## src/hdl/tfes_pkg.sv

```systemverilog
package tfes_pkg;

   localparam int unsigned LEN_W = 10;
   localparam int unsigned POS_W = 14;
   localparam int unsigned STEP_W = 8;
   localparam int unsigned ALPHA_W = 8;

   localparam logic [LEN_W-1:0] MAX_TEXT_LENGTH = 10'd1023;
   localparam logic [POS_W-1:0] HOLD_BASE = 14'd720;
   localparam logic [POS_W-1:0] RAMP_TOP = 14'd256;
   localparam logic [POS_W-1:0] FULL_ALPHA = 14'd255;
   localparam logic [POS_W-1:0] CUT_POSITION = 14'd976;   // hold base plus ramp top

   typedef enum logic [1:0] {
      KIND_SHOW        = 2'd0,
      KIND_RENDER_DONE = 2'd1,
      KIND_TICK        = 2'd2,
      KIND_UNUSED      = 2'd3
   } kind_type;

   typedef struct packed {
      kind_type            kind;
      logic [LEN_W-1:0]    text_length;
      logic                immediate;
      logic [STEP_W-1:0]   step_amount;
   } item_type;

   typedef struct packed {
      logic                alpha_valid;
      logic [ALPHA_W-1:0]  alpha;
      logic                idle;
      logic                render_request;
   } result_type;

   function automatic logic [LEN_W-1:0] clamp_len(input logic [LEN_W-1:0] len);
      clamp_len = (len > MAX_TEXT_LENGTH) ? MAX_TEXT_LENGTH : len;
   endfunction

   // end point = length * 8 + 720
   function automatic logic [POS_W-1:0] fade_end_of(input logic [LEN_W-1:0] len);
      fade_end_of = POS_W'({len, 3'b000}) + HOLD_BASE;
   endfunction

endpackage

```

## src/hdl/text_fade_envelope_sequencer_unit.sv

```systemverilog
// Caption alpha envelope sequencer. Each item on req_ (show request, render-done
// notice, tick or unused kind) gives exactly one result item on rsp_, in order.
// One item is taken per clock cycle when the result side keeps rsp_tready high;
// an item goes from the input register through the state update into the result
// register, and its result is offered on rsp_ once it is in the result register.
// The rate is set by the caption state update, which is combinational. A stalled
// result holds its item while one more request waits in the input register.
module text_fade_envelope_sequencer_unit (
   input  logic         clock,
   input  logic         reset,
   input  logic         req_tvalid,
   output logic         req_tready,
   input  logic [23:0]  req_tdata,   // text_length[9:0], immediate[10], step_amount[18:11]
   input  logic [1:0]   req_tuser,   // kind[1:0]
   output logic         rsp_tvalid,
   input  logic         rsp_tready,
   output logic [15:0]  rsp_tdata,   // alpha[7:0], idle[8], render_request[9]
   output logic         rsp_tuser    // alpha_valid
);

   logic                  req_valid_ff, req_valid_in;
   tfes_pkg::item_type    req_item_ff, req_item_in;
   logic                  rsp_valid_ff, rsp_valid_in;
   tfes_pkg::result_type  rsp_result_ff;
   tfes_pkg::result_type  core_result;
   logic                  out_free;
   logic                  fire;
   logic                  take;

   assign out_free   = !rsp_valid_ff || rsp_tready;
   assign fire       = req_valid_ff && out_free;
   assign req_tready = !req_valid_ff || fire;
   assign take       = req_tvalid && req_tready;

   always_comb begin
      req_valid_in             = take || (req_valid_ff && !fire);
      req_item_in.kind         = tfes_pkg::kind_type'(req_tuser);
      req_item_in.text_length  = req_tdata[9:0];
      req_item_in.immediate    = req_tdata[10];
      req_item_in.step_amount  = req_tdata[18:11];
      rsp_valid_in             = fire || (rsp_valid_ff && !rsp_tready);
   end

   always_ff @(posedge clock) begin
      if (reset) begin
         req_valid_ff <= 1'b0;
         rsp_valid_ff <= 1'b0;
      end else begin
         req_valid_ff <= req_valid_in;
         rsp_valid_ff <= rsp_valid_in;
      end
   end

   always_ff @(posedge clock) begin
      if (take) begin
         req_item_ff <= req_item_in;
      end
      if (fire) begin
         rsp_result_ff <= core_result;
      end
   end

   tfes_core u_core (
      .clock  (clock),
      .reset  (reset),
      .fire   (fire),
      .item   (req_item_ff),
      .result (core_result)
   );

   assign rsp_tvalid = rsp_valid_ff;
   assign rsp_tuser  = rsp_result_ff.alpha_valid;
   assign rsp_tdata  = {6'b000000, rsp_result_ff.render_request, rsp_result_ff.idle,
                        rsp_result_ff.alpha};

endmodule

```

## src/hdl/tfes_core.sv

```systemverilog
module tfes_core (
   input  logic                 clock,
   input  logic                 reset,
   input  logic                 fire,
   input  tfes_pkg::item_type   item,
   output tfes_pkg::result_type result
);

   logic                          active_ff, active_in;
   logic                          queued_valid_ff, queued_valid_in;
   logic [tfes_pkg::LEN_W-1:0]    queued_length_ff, queued_length_in;
   logic [tfes_pkg::POS_W-1:0]    position_ff, position_in;
   logic [tfes_pkg::POS_W-1:0]    fade_end_ff, fade_end_in;
   logic                          render_pending_ff, render_pending_in;

   always_ff @(posedge clock) begin
      if (reset) begin
         active_ff         <= 1'b0;
         queued_valid_ff   <= 1'b0;
         queued_length_ff  <= '0;
         position_ff       <= '0;
         fade_end_ff       <= '0;
         render_pending_ff <= 1'b0;
      end else if (fire) begin
         active_ff         <= active_in;
         queued_valid_ff   <= queued_valid_in;
         queued_length_ff  <= queued_length_in;
         position_ff       <= position_in;
         fade_end_ff       <= fade_end_in;
         render_pending_ff <= render_pending_in;
      end
   end

   always_comb begin
      logic [tfes_pkg::LEN_W-1:0]   len;
      logic [tfes_pkg::POS_W-1:0]   diff;
      logic                         go;
      len               = tfes_pkg::clamp_len(item.text_length);
      diff              = '0;
      go                = 1'b1;
      active_in         = active_ff;
      queued_valid_in   = queued_valid_ff;
      queued_length_in  = queued_length_ff;
      position_in       = position_ff;
      fade_end_in       = fade_end_ff;
      render_pending_in = render_pending_ff;
      result            = '0;
      case (item.kind)
         tfes_pkg::KIND_SHOW: begin
            if (!active_ff) begin
               active_in         = 1'b1;
               queued_valid_in   = 1'b0;
               position_in       = '0;
               fade_end_in       = tfes_pkg::fade_end_of(len);
               render_pending_in = 1'b1;
            end else begin
               queued_valid_in  = 1'b1;
               queued_length_in = len;
               if (item.immediate) begin
                  fade_end_in = tfes_pkg::HOLD_BASE;
                  position_in = tfes_pkg::CUT_POSITION;
               end
            end
         end
         tfes_pkg::KIND_RENDER_DONE: begin
            render_pending_in = 1'b0;
         end
         tfes_pkg::KIND_TICK: begin
            if (!active_ff) begin
               if (queued_valid_ff) begin
                  active_in         = 1'b1;
                  queued_valid_in   = 1'b0;
                  position_in       = '0;
                  fade_end_in       = tfes_pkg::fade_end_of(queued_length_ff);
                  render_pending_in = 1'b1;
               end else begin
                  position_in = '0;
                  result.idle = 1'b1;
                  go          = 1'b0;
               end
            end
            if (go && !render_pending_in) begin
               position_in = position_in + tfes_pkg::POS_W'(item.step_amount);
               diff        = position_in - fade_end_in;
               if (position_in < tfes_pkg::RAMP_TOP) begin
                  result.alpha_valid = 1'b1;
                  result.alpha       = position_in[tfes_pkg::ALPHA_W-1:0];
               end else if (position_in < fade_end_in) begin
                  result.alpha_valid = 1'b1;
                  result.alpha       = tfes_pkg::FULL_ALPHA[tfes_pkg::ALPHA_W-1:0];
               end else if (diff < tfes_pkg::FULL_ALPHA) begin
                  result.alpha_valid = 1'b1;
                  result.alpha       = tfes_pkg::FULL_ALPHA[tfes_pkg::ALPHA_W-1:0]
                                       - diff[tfes_pkg::ALPHA_W-1:0];
               end else if (queued_valid_in) begin
                  // fade-out finished, next caption waits for its glyphs
                  active_in         = 1'b1;
                  queued_valid_in   = 1'b0;
                  position_in       = '0;
                  fade_end_in       = tfes_pkg::fade_end_of(queued_length_in);
                  render_pending_in = 1'b1;
               end else begin
                  active_in   = 1'b0;
                  position_in = '0;
                  result.idle = 1'b1;
               end
            end
         end
         default: begin
         end
      endcase
      result.render_request = render_pending_in;
   end

endmodule

```

## config.mk

```make
export PLATFORM = sky130hd
export DESIGN_NAME = text_fade_envelope_sequencer_unit
export DESIGN_NICKNAME = d
export VERILOG_FILES = /design/src/hdl/tfes_pkg.sv /design/src/hdl/text_fade_envelope_sequencer_unit.sv /design/src/hdl/tfes_core.sv
export SDC_FILE = /design/constraint.sdc
export NUM_CORES = 1
export LEC_CHECK = 0
export ABC_AREA = 1
export BUFFER_PORTS_ARGS = -buffer_cell sky130_fd_sc_hd__buf_2
export CORE_UTILIZATION = 55
export CTS_CLUSTER_SIZE = 10
export DETAILED_ROUTE_END_ITERATION = 10
export PLACE_DENSITY_LB_ADDON = 0.05
export SYNTH_ARGS = -nofsm -noshare
export SYNTH_HDL_FRONTEND = slang
export SYNTH_SLANG_ARGS = --single-unit
```

## constraint.sdc

```tcl
create_clock -name clock -period 5.4 [get_ports clock]
set_input_delay 1.62 -clock clock [delete_from_list [all_inputs] [get_ports clock]]
set_output_delay 1.62 -clock clock [all_outputs]
set_load 0.02 [all_outputs]
```

Word level (Yosys, flattened, before mapping)
Index checks and enable logic that the tools add are counted.
W data, S select, Z words.
Word-level totals
  logic and storage cells: 106
  bits in registers: 75
Operators by class
  equality and inequality tests: 3
  add/sub/neg operators: 5
  magnitude comparators: 4
  mux-type cells: 58
  reduce and logical (&&, ||, !) cells: 20
Operator list (count)
  $mux W14: 18
  $pmux W14 S2: 2
  $mux W1: 31
  $add A13 B10 Y14 const B: 2
  $mux W9: 3
  $add A14 B8 Y14: 1
  $lt A14 B14 Y1: 1
  $lt A14 B8 Y1 const B: 1
  $lt A14 B9 Y1 const B: 1
  $sub A14 B14 Y14: 1
  $gt A10 B10 Y1 const B: 1
  $mux W10: 1
  $sub A8 B8 Y8 const A: 1
  $reduce_and A3 Y1: 2
  $logic_and A1 B1 Y1: 5
  $logic_not A1 Y1: 5
  $logic_or A1 B1 Y1: 4
  $pmux W1 S2: 2
  $reduce_and A2 Y1: 2
  $ne A3 B3 Y1 const B: 1
  $pmux W1 S3: 1
  $eq A2 B1 Y1 const B: 1
  $eq A2 B2 Y1 const B: 1
  $logic_not A2 Y1: 1
  $reduce_bool A2 Y1: 1

Longest topological paths before layout
Gate-level depths: netlist (run 1).
  depth in word-level cells: 11
  gate-level depth with buffers: 33

Cells and area by module
From an unflattened synthesis (run 1), not the netlist that was laid out.
Unflattened totals
  cell total of the unflattened synthesis: 731
  area total of the unflattened synthesis: 5281.3 um^2
By module, submodules not included
  tfes_core: sequential area each 820.8 um^2, cells each 680, instances 1, area an instance 4180.3 um^2
  text_fade_envelope_sequencer_unit: sequential area each 1001.0 um^2, cells each 51, instances 1, area an instance 1101.1 um^2

Least setup slack after synthesis (run 1)
Ideal clock, no wire load.
  path type: register -> register
  from: register u_core.active_ff
  to: register rsp_result_ff (netlist bit rsp_tdata[9]), data pin
  cell stages (with the launch flop): 32
  data required time: 5146 ps
  setup time: 254 ps
  data arrival time: 3973 ps
  slack: 1173 ps
  path buffers: 2
  period minus slack after synthesis: 4227 ps
  cell sequence: dfxtp_1 > buf_6 > clkbuf_1 > nand2_1 > inv_1 > ha_1 > fa_1 > nand3_1 > nand3_1 > nand2_1 > nor2_1 > o21ai_0 > nand2_1 > xor2_1 > inv_1 > ha_1 > inv_1 > o21ai_0 > a21oi_1 > nand2_1 > nand2_1 > nand2_1 > a21boi_0 > inv_1 > nand3_1 > nand2_1 > nor2_1 > nand4_4 > nand2_2 > o21ai_0 > nand2_1 > nand2_1
On the way
  cells in the longest elaborated chain, start to end: 10
Ends and longest elaborated chain
  from (decl): line tfes_core.sv:9  | logic active_ff, active_in;
  from (signal assigned): line tfes_core.sv:25  | active_ff <= active_in;
  $mux W14: line tfes_core.sv:69  | if (!active_ff) begin
  $mux W14: line tfes_core.sv:48  | case (item.kind)
  $add A14 B8 Y14: line tfes_core.sv:83  | position_in = position_in + tfes_pkg::POS_W'(item.step_amount);
  $sub A14 B14 Y14: line tfes_core.sv:84  | diff = position_in - fade_end_in;
  $lt A14 B8 Y1: line tfes_core.sv:91  | end else if (diff < tfes_pkg::FULL_ALPHA) begin
  $mux W1: line tfes_core.sv:91
  $mux W1: line tfes_core.sv:88  | end else if (position_in < fade_end_in) begin
  $mux W1: line tfes_core.sv:85  | if (position_in < tfes_pkg::RAMP_TOP) begin
  $mux W1: line tfes_core.sv:82  | if (go && !render_pending_in) begin
  $pmux W1 S3 (*): line tfes_core.sv:48
  named net u_core.render_pending_in: line tfes_core.sv:14  | logic render_pending_ff, render_pending_in;
  to (signal assigned): line text_fade_envelope_sequencer_unit.sv:59  | rsp_result_ff <= core_result;
  to (decl): line text_fade_envelope_sequencer_unit.sv:24  | tfes_pkg::result_type rsp_result_ff;
Mark *: on every way through the listed nets, which the timed path passes. The rest lies on a longest branch. The select of a mux whose other input is x is not followed.
A chain may end at the register's enable or synchronous reset.

Worst setup path in the final report (run 1)
  from: register u_core.active_ff
  to: register rsp_result_ff (netlist bit rsp_tdata[5]), data pin
On the way
  cells in the longest elaborated chain, start to end: 8
Ends and longest elaborated chain (line)
  $mux W14: tfes_core.sv:69
  $mux W14: tfes_core.sv:48
  $add A14 B8 Y14: tfes_core.sv:83
  $sub A14 B14 Y14: tfes_core.sv:84
  $lt A14 B8 Y1 or $sub A8 B8 Y8 (tied branches): tfes_core.sv:91, tfes_core.sv:94
  $mux W9: tfes_core.sv:91
  $mux W9: tfes_core.sv:88
  $mux W9: tfes_core.sv:85
Several ways; a longest one is shown, not always the timed one. The select of a mux whose other input is x is not followed.

==> impl_metrics.ini, run 1 <==
[outcome]
run_status = completed

[clock_tree]
htreeDepth = 3
cts-root-buf = clkbuf_8
cts_setup_buffers = 0
clkSlewWorstSetupHoldPaths_ns = 0.09
clockBufferDepth = 2
clk_latency_ns = 0.36
cts-buffers-inserted = 9
cts_sinks = 75
cts_tree = done

[synth]
synth_cell_types = 46
dominantRegCellSynth = dfxtp_1
ys_ff_latch = 75
ys_seq_area_share_pct = 34.9
async_flop_share_pct = 0
syn-cell-area_um2 = 5230
avgSynthCellArea_um2 = 7.07
synth_edf_count = 32
ys_warn_count = 0
synthCells = 739

[finish]
postLayoutCoreUtil_pct = 62.2
drive_gt1_share_pct = 12.1
stdcell_area_um2 = 5740
fin_nets = 826
diodes = 0
area.growth.synth_to_final_pct = 9.89
fillers = 854

[global_routing]
grtUsageMet1_pct = 39.1
grt_pass1_vias = 4511
grt_util_met3_pct = 5.83
grt.met2_usage_pct = 45.2
grt_pass1_wl_um = 21900
antenna_found_initial = 0
globalRoute.totalOverflow = 0
grt_util_all_layers_pct = 28.8
grt_max_degree = 29
gr-max-usage-layer = met2

[sta]
max_slew_margin_pct = 43.5
tightest_slew_ns = 0.844
grt_setup_unrepaired = no
fmaxAchievable_mhz = 212
setup-tns-final_ns = 0
fin_crit_ns = 4.72
finalWorstSetupSlack_ns = 0.684
slew_viol_final = 0
finalCritPeriodShare_pct = 87.3
clock_skew_ns = 0.00873
setup_viol = 0
finalHoldViolCount = 0

[job]
drv_cap = 0

[hold_path]
min_path_type = flip-flop to flip-flop

[worst_setup_path]
cp_max_fo = 8
cpPeakStageDelay_ns = 0.41
cp_common_cell = nand2_1
critPathArrivalTime_ns = 4.92
cpLargestDelayFamily = simple AND/OR/NAND/NOR gates
critical_path_class = flip-flop to flip-flop
crit_path_start_kind = flip-flop
endpoint_kind = flip-flop
crit_buf_inv = 4
crit_path_top_delay_cell = fa_1
required_ns = 5.60

[die]
die_area_um2 = 9900
core-area_um2 = 9240
initial_utilization_pct = 56.6
die_y_um = 99.5
die_w_um = 99.5
num_rows = 35
io_pins = 49

[placed_design]
placed_cell_area_um2 = 5510
dp_hpwl_um = 10400
dp_slack_ns = 0.661
io_buffer_count = 37
place.gp.congestion = 0.900

[detailed_routing]
drc_errors = 0
ant_nets = 0
finalWirelength_um = 13600
via_per_inst = 5.56
drt_iter0_drc = 466
vias = 5037
dr.pass1.iters = 5
drt-wirelength-per-cell_um = 15.1

[pwr]
p_leak_nw = 2.72
cellPowerDensity_nw_per_um2 = 246
vdd_drop_max_uv = 206
power.total_w = 0.00141
-- per-stage QoR --
| stage | cells | hold WS (ns) |
|---|---|---|
| finish | 906 | 0.469 |
| global route | 906 | 0.493 |
| CTS | 906 | 0.469 |
| detailed placement | 890 | 0.457 |
| global placement | 890 | 0.452 |
| floorplan | 744 | 0.443 |
-- final timing paths --
check / start / to / slack [ns] / cells after the start
max: u_core.active_ff / rsp_tdata[5] / 0.68 / 28
min: u_core.position_ff[6] / u_core.position_ff[6] / 0.47 / 2
max reg2reg: u_core.active_ff / rsp_tdata[5] / 0.68 / 28
min reg2reg: u_core.position_ff[6] / u_core.position_ff[6] / 0.47 / 2
-- tightest hold or removal path: cells and delay by family, from the launching register on --
family          cells  cell delay, ns
flops               1            0.32
simple gates        1            0.06
compound gates      1            0.05
-- what timing repair did --
action	4_1_cts	5_1_grt
endpoints found under the setup margin	0	6
hold buffers	0	0
gates resized for setup	0	1
-- synthesized netlist by cell type, types with 2 or more instances --
cell type,instances,area [um2]
nand4_1,15,93.8
edfxtp_1,32,961
o21a_1,2,15.0
xor2_1,10,87.6
nor3_1,3,15.0
inv_2,2,7.51
o21ai_1,5,25.0
o211ai_1,10,75.1
nand2_4,3,33.8
clkbuf_1,19,71.3
nand2_1,169,634
nor2_1,57,214
nor2_2,3,18.8
nand3_1,52,260
o21ai_0,43,215
o22ai_1,11,68.8
ha_1,22,275
a21o_1,2,15.0
nand3_2,3,30.0
xnor2_1,7,61.3
nor2_4,3,33.8
a21oi_1,70,350
nand2_2,2,12.5
buf_4,8,60.1
fa_1,2,40.0
inv_1,102,383
o22a_1,2,17.5
o21bai_1,2,15.0
buf_6,2,22.5
a21oi_2,4,35.0
o2111ai_1,4,35.0
a211oi_1,2,15.0
dfxtp_1,43,861
a31oi_1,4,25.0
or2_2,6,37.5
nand3b_1,3,22.5
-- state kept, by name, summed over array words and instances, names as in the netlist, 10 cells and up, named ones only --
register / cells
u_core.position_ff: 14
u_core.fade_end_ff: 13
u_core.queued_length_ff: 10
rsp_tdata: 10
req_item_ff: 21
-- power by group --
part	leakage (nW)	total, W	switching, W	internal [W]
logic	1.95	0.000287	0.000191	0.0000953
clock network	0.109	0.000495	0.000229	0.000266
registers	0.658	0.000631	0.0000153	0.000616
-- area by class of cell --
cell class	instances	area [um2]	area share, %
clock inverter	6	96.3	1.68
inverter	106	400	6.97
multi-input combinational	533	2880	50.1
sequential	75	1820	31.7
timing repair buffer	47	260	4.53
tap	129	161	2.81
clock buffer	10	128	2.22
-- metal layers --
layer  share of wire [%]  vias to the layer above
li1                    -                     2521
met1                  46                     2297
met2                  45                      195
met3                 6.4                       24
met4                 2.6                        0
met5                   0                        -
-- cells by family after synthesis --
| logic type | count (synthesis) | synth area share (%) |
|---|---|---|
| xor gates and xnor gates | 17 | 2.85 |
| AOI/OAI and AO/OA | 165 | 18.1 |
| and+or+nand+nor | 321 | 27.4 |
| DFF | 75 | 34.9 |
| other | 1 | 0.0718 |
| buffers and inverters | 136 | 10.7 |
| adders and majority gates | 24 | 6.03 |
-- cell usage in the layout, fill, tap and decap left out, types with 3 or more instances in the layout --
master,n
nand2_1,169
inv_1,102
a21oi_1,69
nor2_1,57
nand3_1,52
o21ai_0,43
dfxtp_1,43
buf_2,37
edfxtp_1,32
ha_1,22
nand4_1,15
o22ai_1,11
o211ai_1,10
buf_4,10
xor2_1,9
clkbuf_8,9
xnor2_1,7
or2_2,6
conb_1,6
a21oi_2,5
o21ai_1,5
a31oi_1,4
o2111ai_1,4
nor3_1,3
nand3b_1,3
nand2_4,3
nor2_4,3
nor2_2,3
nand3_2,3
Note: power is estimated with default switching activity, not from simulation.
==> inputs of run 2 (changes only) <==
- clock period: 5.4 -> 3.79 ns (I/O delays scaled with it)
==> impl_metrics.ini, run 2 (same netlist as run 1, synthesis figures left out) <==
[job]
drv_cap = 0

[worst_setup_path]
critPathArrivalTime_ns = 4.30
required_ns = 4.04
crit_buf_inv = 6
crit_path_start_kind = flip-flop
cp_common_cell = nand2_2
crit_path_top_delay_cell = fa_2
endpoint_kind = flip-flop
cpLargestDelayFamily = simple AND/OR/NAND/NOR gates
cpPeakStageDelay_ns = 0.38
cp_max_fo = 7
critical_path_class = flip-flop to flip-flop

[clock_tree]
clkSlewWorstSetupHoldPaths_ns = 0.08
clk_latency_ns = 0.37
cts-buffers-inserted = 9
clockBufferDepth = 2
cts_sinks = 75
cts-root-buf = clkbuf_8
htreeDepth = 3
cts_tree = done
cts_hold_buffers = 0

[die]
die_y_um = 99.5
io_pins = 49
num_rows = 35
die_area_um2 = 9900
die_w_um = 99.5
initial_utilization_pct = 56.6
core-area_um2 = 9240

[finish]
final_common_cell = nand2_1
multi_input_area_um2 = 3240
seq_area_um2 = 1830
diodes = 0
postLayoutCoreUtil_pct = 72.3
top_regs = req_item_ff: 21 flops, u_core.position_ff: 14 flops, u_core.fade_end_ff: 13 flops
fillers = 736
top_register = req_item_ff
stdcell_area_um2 = 6690
area.growth.synth_to_final_pct = 27.9
layout_common_cells = 149 x nand2_1, 96 x inv_1, 75 x buf_4, 58 x a21oi_1, 53 x nor2_1
drive_gt1_share_pct = 27.6
largest_reg_flops = 21
fin_nets = 897

[sta]
setup_viol = 42
setup-tns-final_ns = -7.73
finalHoldViolCount = 0
finalCritPeriodShare_pct = 107
fmaxAchievable_mhz = 247
grt_setup_unrepaired = yes
tightest_slew_ns = 0.837
fin_crit_ns = 4.04
finalWorstSetupSlack_ns = -0.254
clock_skew_ns = 0.0143
max_slew_margin_pct = 44.1
slew_viol_final = 0

[global_routing]
globalRoute.totalOverflow = 0
grt_util_all_layers_pct = 31.4
antenna_found_initial = 0
grt_pass1_vias = 5121
grt_pass1_wl_um = 24200
grt_max_degree = 24

[detailed_routing]
dr.pass1.iters = 5
ant_nets = 0
drt_iter0_drc = 426
drt-wirelength-per-cell_um = 15.4
vias = 5494
via_per_inst = 5.62
drc_errors = 0
finalWirelength_um = 15100

[pwr]
p_sw_w = 0.000663
swShare_pct = 31.1
cellPowerDensity_nw_per_um2 = 319
vdd_drop_max_uv = 227
seq_power_share_pct = 42.2
power.share.combinational_pct = 25.5
pwr-share-clk_pct = 32.3
p_int_w = 0.00147
p_leak_nw = 3.12

[hold_path]
min_path_type = flip-flop to flip-flop

[outcome]
violations = setup timing
run_status = finished with violations

[placed_design]
placed_cell_area_um2 = 6050
io_buffer_count = 37
dp_hpwl_um = 11000
dp_slack_ns = -0.254
place.gp.congestion = 0.892
run 2: cell count changes in the layout (fill, tap and decap cells not counted), sizes merged:
cell and delta:
clkinvlp -1, clkinv +2, buf +71, clkbuf +1
inv -2
run 2: through the flow:
| step | power [W] | instances | hold slack [ns] |
|---|---|---|---|
| after floorplan | 0.00123 | 744 | 0.443 |
| after global placement | 0.00138 | 950 | 0.453 |
| after detailed placement | 0.00139 | 950 | 0.455 |
| after CTS | 0.00211 | 973 | 0.467 |
| after global routing | 0.00221 | 977 | 0.490 |
| final | 0.00213 | 977 | 0.466 |
run 2: final timing paths:
| path | startpoint | end | slack [ns] | cells after the start |
|---|---|---|---|---|
| worst max-delay path | u_core.active_ff | u_core.fade_end_ff[9] | -0.25 | 31 |
| worst min-delay path | u_core.position_ff[4] | u_core.position_ff[4] | 0.47 | 2 |
| worst max register to register | u_core.active_ff | u_core.fade_end_ff[9] | -0.25 | 31 |
| worst min register to register | u_core.position_ff[4] | u_core.position_ff[4] | 0.47 | 2 |
run 2: what timing repair did:
action | 4_1_cts | 5_1_grt
cloned | 2 | 0
gates resized for setup | 54 | 23
endpoints found under the setup margin | 42 | 42
buffers inserted | 5 | 6
pin swaps | 40 | 29
run 2: layer usage:
layer  GRT usage [%]  vias up  share of wire (%)
met4            13.3        0                3.0
met5               0        -                  0
li1                -     2666                  -
met3            5.13       37                7.0
met2            51.5      243                 47
met1            41.1     2548                 43
run 2: final cells by class:
class	instances	share of cell area (%)
Clock buffer	11	1.97
Clock inverter	5	1.18
Inverter	106	6.06
Multi-Input combinational cell	533	48.5
Sequential cell	75	27.3
Tap cell	129	2.41
Timing Repair Buffer	118	12.6
run 2: worst reg2reg max path: cells and delay by family, from the launching register on:
kind                       cells  cell delay (ns)
adders and majority gates      3             0.76
buffers and inverters          6             0.53
DFF                            1             0.37
AOI/OAI and AO/OA              6             0.65
xor gates and xnor gates       1             0.19
and+or+nand+nor               15             1.44
run 2: power by group through the flow:
stage               Clock, W  Sequential, W  Combinational (W)
floorplan                  0       0.000920           0.000309
global placement           0       0.000915           0.000465
detailed placement         0       0.000916           0.000476
CTS                 0.000689       0.000899           0.000518
global route        0.000716       0.000904           0.000593
finish              0.000688       0.000899           0.000542
==> inputs of run 3 (changes only) <==
- ABC_AREA: 1 -> not set
- CORE_UTILIZATION: 55 -> 54
- TNS_END_PERCENT: not set -> 10
==> impl_metrics.ini, run 3 <==
[synth]
ys_seq_area_share_pct = 36.4
syn-cell-area_um2 = 5010
synth_common_cells = 50 x nor2_1, 49 x nand2_1, 43 x dfxtp_1, 42 x a21oi_1, 32 x edfxtp_1
synthCells = 553
synth.area.top_cells = edfxtp_1 19%, dfxtp_1 17%, ha_1 5.5%, xnor2_1 5.2%, a21oi_1 4.2%
synth_cell_types = 86
async_flop_share_pct = 0
synth_top_area_share_pct = 19.2
ys_ff_latch = 75
synth_edf_count = 32
ys_warn_count = 0
avgSynthCellArea_um2 = 9.06
post-synth-top-count-cell = nor2_1
dominantRegCellSynth = dfxtp_1
yosys.area.top_type = edfxtp_1

[sta]
clock_skew_ns = 0.0135
slew_viol_final = 0
max_slew_margin_pct = 31.8
finalCritPeriodShare_pct = 131
setup-tns-final_ns = -44.86
finalWorstSetupSlack_ns = -1.18
grt_setup_unrepaired = yes
setup_viol = 42
holdWs_ns = 0.462
fmaxAchievable_mhz = 201
finalHoldViolCount = 0
fin_crit_ns = 4.97
tightest_slew_ns = 1.02

[pwr]
p_int_w = 0.00133
power.share.combinational_pct = 19.1
vdd_drop_max_uv = 333
cellPowerDensity_nw_per_um2 = 289
p_sw_w = 0.000568
pwr-share-clk_pct = 33.9
p_leak_nw = 2.70
seq_power_share_pct = 47.0
power.total_w = 0.00189
swShare_pct = 30.0

[finish]
top_regs = req_item_ff: 21 flops, u_core.position_ff: 14 flops, u_core.fade_end_ff: 13 flops
layout_common_cells = 118 x buf_4, 49 x nand2_1, 46 x nor2_1, 41 x dfxtp_1, 40 x a21oi_1
fin_nets = 750
top_register = req_item_ff
largest_reg_flops = 21
final_common_cell = buf_4
diodes = 0
area.growth.synth_to_final_pct = 30.8
finalNonFillerCells = 809
drive_gt1_share_pct = 33.7

[die]
core-area_um2 = 8850
die_y_um = 98.3
io_pins = 49
die_w_um = 98.3
die_area_um2 = 9670
num_rows = 34
initial_utilization_pct = 56.6

[worst_setup_path]
critical_path_class = flip-flop to flip-flop
cp_max_fo = 6
crit_path_start_kind = flip-flop
required_ns = 3.98
cpPeakStageDelay_ns = 0.55
crit_chain = and2_4 > ha_4 > buf_4 > buf_4 > a21o_1 > maj3_2 > nand3_1 > and2_1 > xnor2_2 > ha_1 > and2_1 > a221oi_1 > a21boi_1 > o32a_1 > nor2_1 > o211ai_1 > or4_4 > o21ai_4 > buf_12 > and2_4 > nand2_8 > a221oi_2
crit_path_top_delay_cell = or4_4
critPathArrivalTime_ns = 5.16
endpoint_kind = flip-flop

[clock_tree]
cts_tree = done
clockBufferDepth = 2
cts-root-buf = clkbuf_8
clkSlewWorstSetupHoldPaths_ns = 0.09
cts_sinks = 75
cts_hold_buffers = 0
clk_latency_ns = 0.37
cts-buffers-inserted = 9
htreeDepth = 3

[outcome]
run_status = finished with violations
violations = DRC, setup timing

[hold_path]
min_path_type = flip-flop to flip-flop

[detailed_routing]
vias = 4674
via_per_inst = 5.78
dr.pass1.iters = 10
drt-wirelength-per-cell_um = 17.0
finalWirelength_um = 13800
ant_nets = 0
drc_errors = 1
drt_iter0_drc = 188

[global_routing]
globalRoute.totalOverflow = 0
antenna_found_initial = 0
grt_pass1_wl_um = 22400
grt_max_degree = 37
grt_util_all_layers_pct = 29.7
grt_pass1_vias = 4686

[placed_design]
dp.cells = 786
dp_hpwl_um = 10400
place.gp.congestion = 0.996
io_buffer_count = 37

[job]
drv_cap = 0
-- run 3: cell count changes after synthesis, moves of 10 or more --
cell      previous run  this run
nand2b_1             0        12
xnor2_1              7        30
nand4_1             15         5
o22ai_1             11         1
nand3_1             52        20
mux2i_1              0        11
nand2_1            169        49
inv_1              102        15
and2_1               0        18
a21oi_1             70        42
o21ai_0             43        19
-- run 3: power groups by stage --
stage	clock, W	combinational, W	sequential, W
floorplan	0	0.000214	0.000911
detailed placement	0	0.000343	0.000908
global placement	0	0.000338	0.000907
CTS	0.000644	0.000357	0.000890
global route	0.000680	0.000392	0.000893
finish	0.000642	0.000362	0.000890
-- run 3: worst max-delay path, delay by kind of cell, from the launching register on --
family	cells	cell delay [ns]
AOI/OAI and AO/OA	7	1.57
xor gates and xnor gates	1	0.17
adders and majority gates	3	0.76
buffers and inverters	3	0.38
DFF	1	0.33
and+or+nand+nor	8	1.58
-- run 3: path summary, 6_finish.rpt --
kind                                                  from                          to  slack [ns]  depth (start not counted)
worst min-delay path            u_core.queued_length_ff[5]  u_core.queued_length_ff[5]        0.46                          2
worst min register to register  u_core.queued_length_ff[5]  u_core.queued_length_ff[5]        0.46                          2
worst max-delay path                 u_core.position_ff[0]                rsp_tdata[6]       -1.18                         22
worst max register to register       u_core.position_ff[0]                rsp_tdata[6]       -1.18                         22
-- run 3: routing by layer --
layer | GRT usage, % | share of wire [%] | vias up
met5 | 0 | 0 | -
met4 | 14.1 | 4.3 | 0
met3 | 4.58 | 4.2 | 45
met2 | 52.8 | 50 | 136
met1 | 35.1 | 42 | 2199
li1 | - | - | 2294
-- run 3: through the flow --
stage | setup slack [ns] | instance area [um2] | utilization (%)
3_3_place_gp | -1.11 | 6140 | 69.3
4_1_cts | -1.16 | 6480 | 73.3
5_1_grt | -1.41 | 6560 | 74.1
6_report | -1.18 | 6560 | 74.1
2_1_floorplan | -1.45 | 5150 | -
3_5_place_dp | -1.28 | 6140 | 69.3
-- run 3: kinds of logic (layout without fill, tap and decap cells) --
| logic type | count (synthesis) | in the layout | share of synthesized area [%] |
|---|---|---|---|
| mux | 11 | 11 | 2.20 |
| simple gates | 200 | 201 | 21.1 |
| xor+xnor | 39 | 39 | 6.97 |
| buf+inv | 49 | 191 | 4.84 |
| fa+ha+maj | 25 | 25 | 6.52 |
| other cells | 1 | 6 | 0.0748 |
| compound gates | 153 | 153 | 21.9 |
| flops | 75 | 75 | 36.4 |
-- run 3: cell type report --
cell class                      instances  area (um2)
Clock buffer                           10         149
Clock inverter                          6        55.1
Fill cell                             654        2290
Inverter                               15        56.3
Multi-Input combinational cell        435        3200
Sequential cell                        75        1820
Tap cell                              108         135
Timing Repair Buffer                  160        1140
-- run 3: timing repair --
item	in CTS	in global routing
setup buffers	5	2
pin swaps	36	13
gates cloned	1	0
endpoints found under the setup margin	42	42
gates resized for setup	25	9
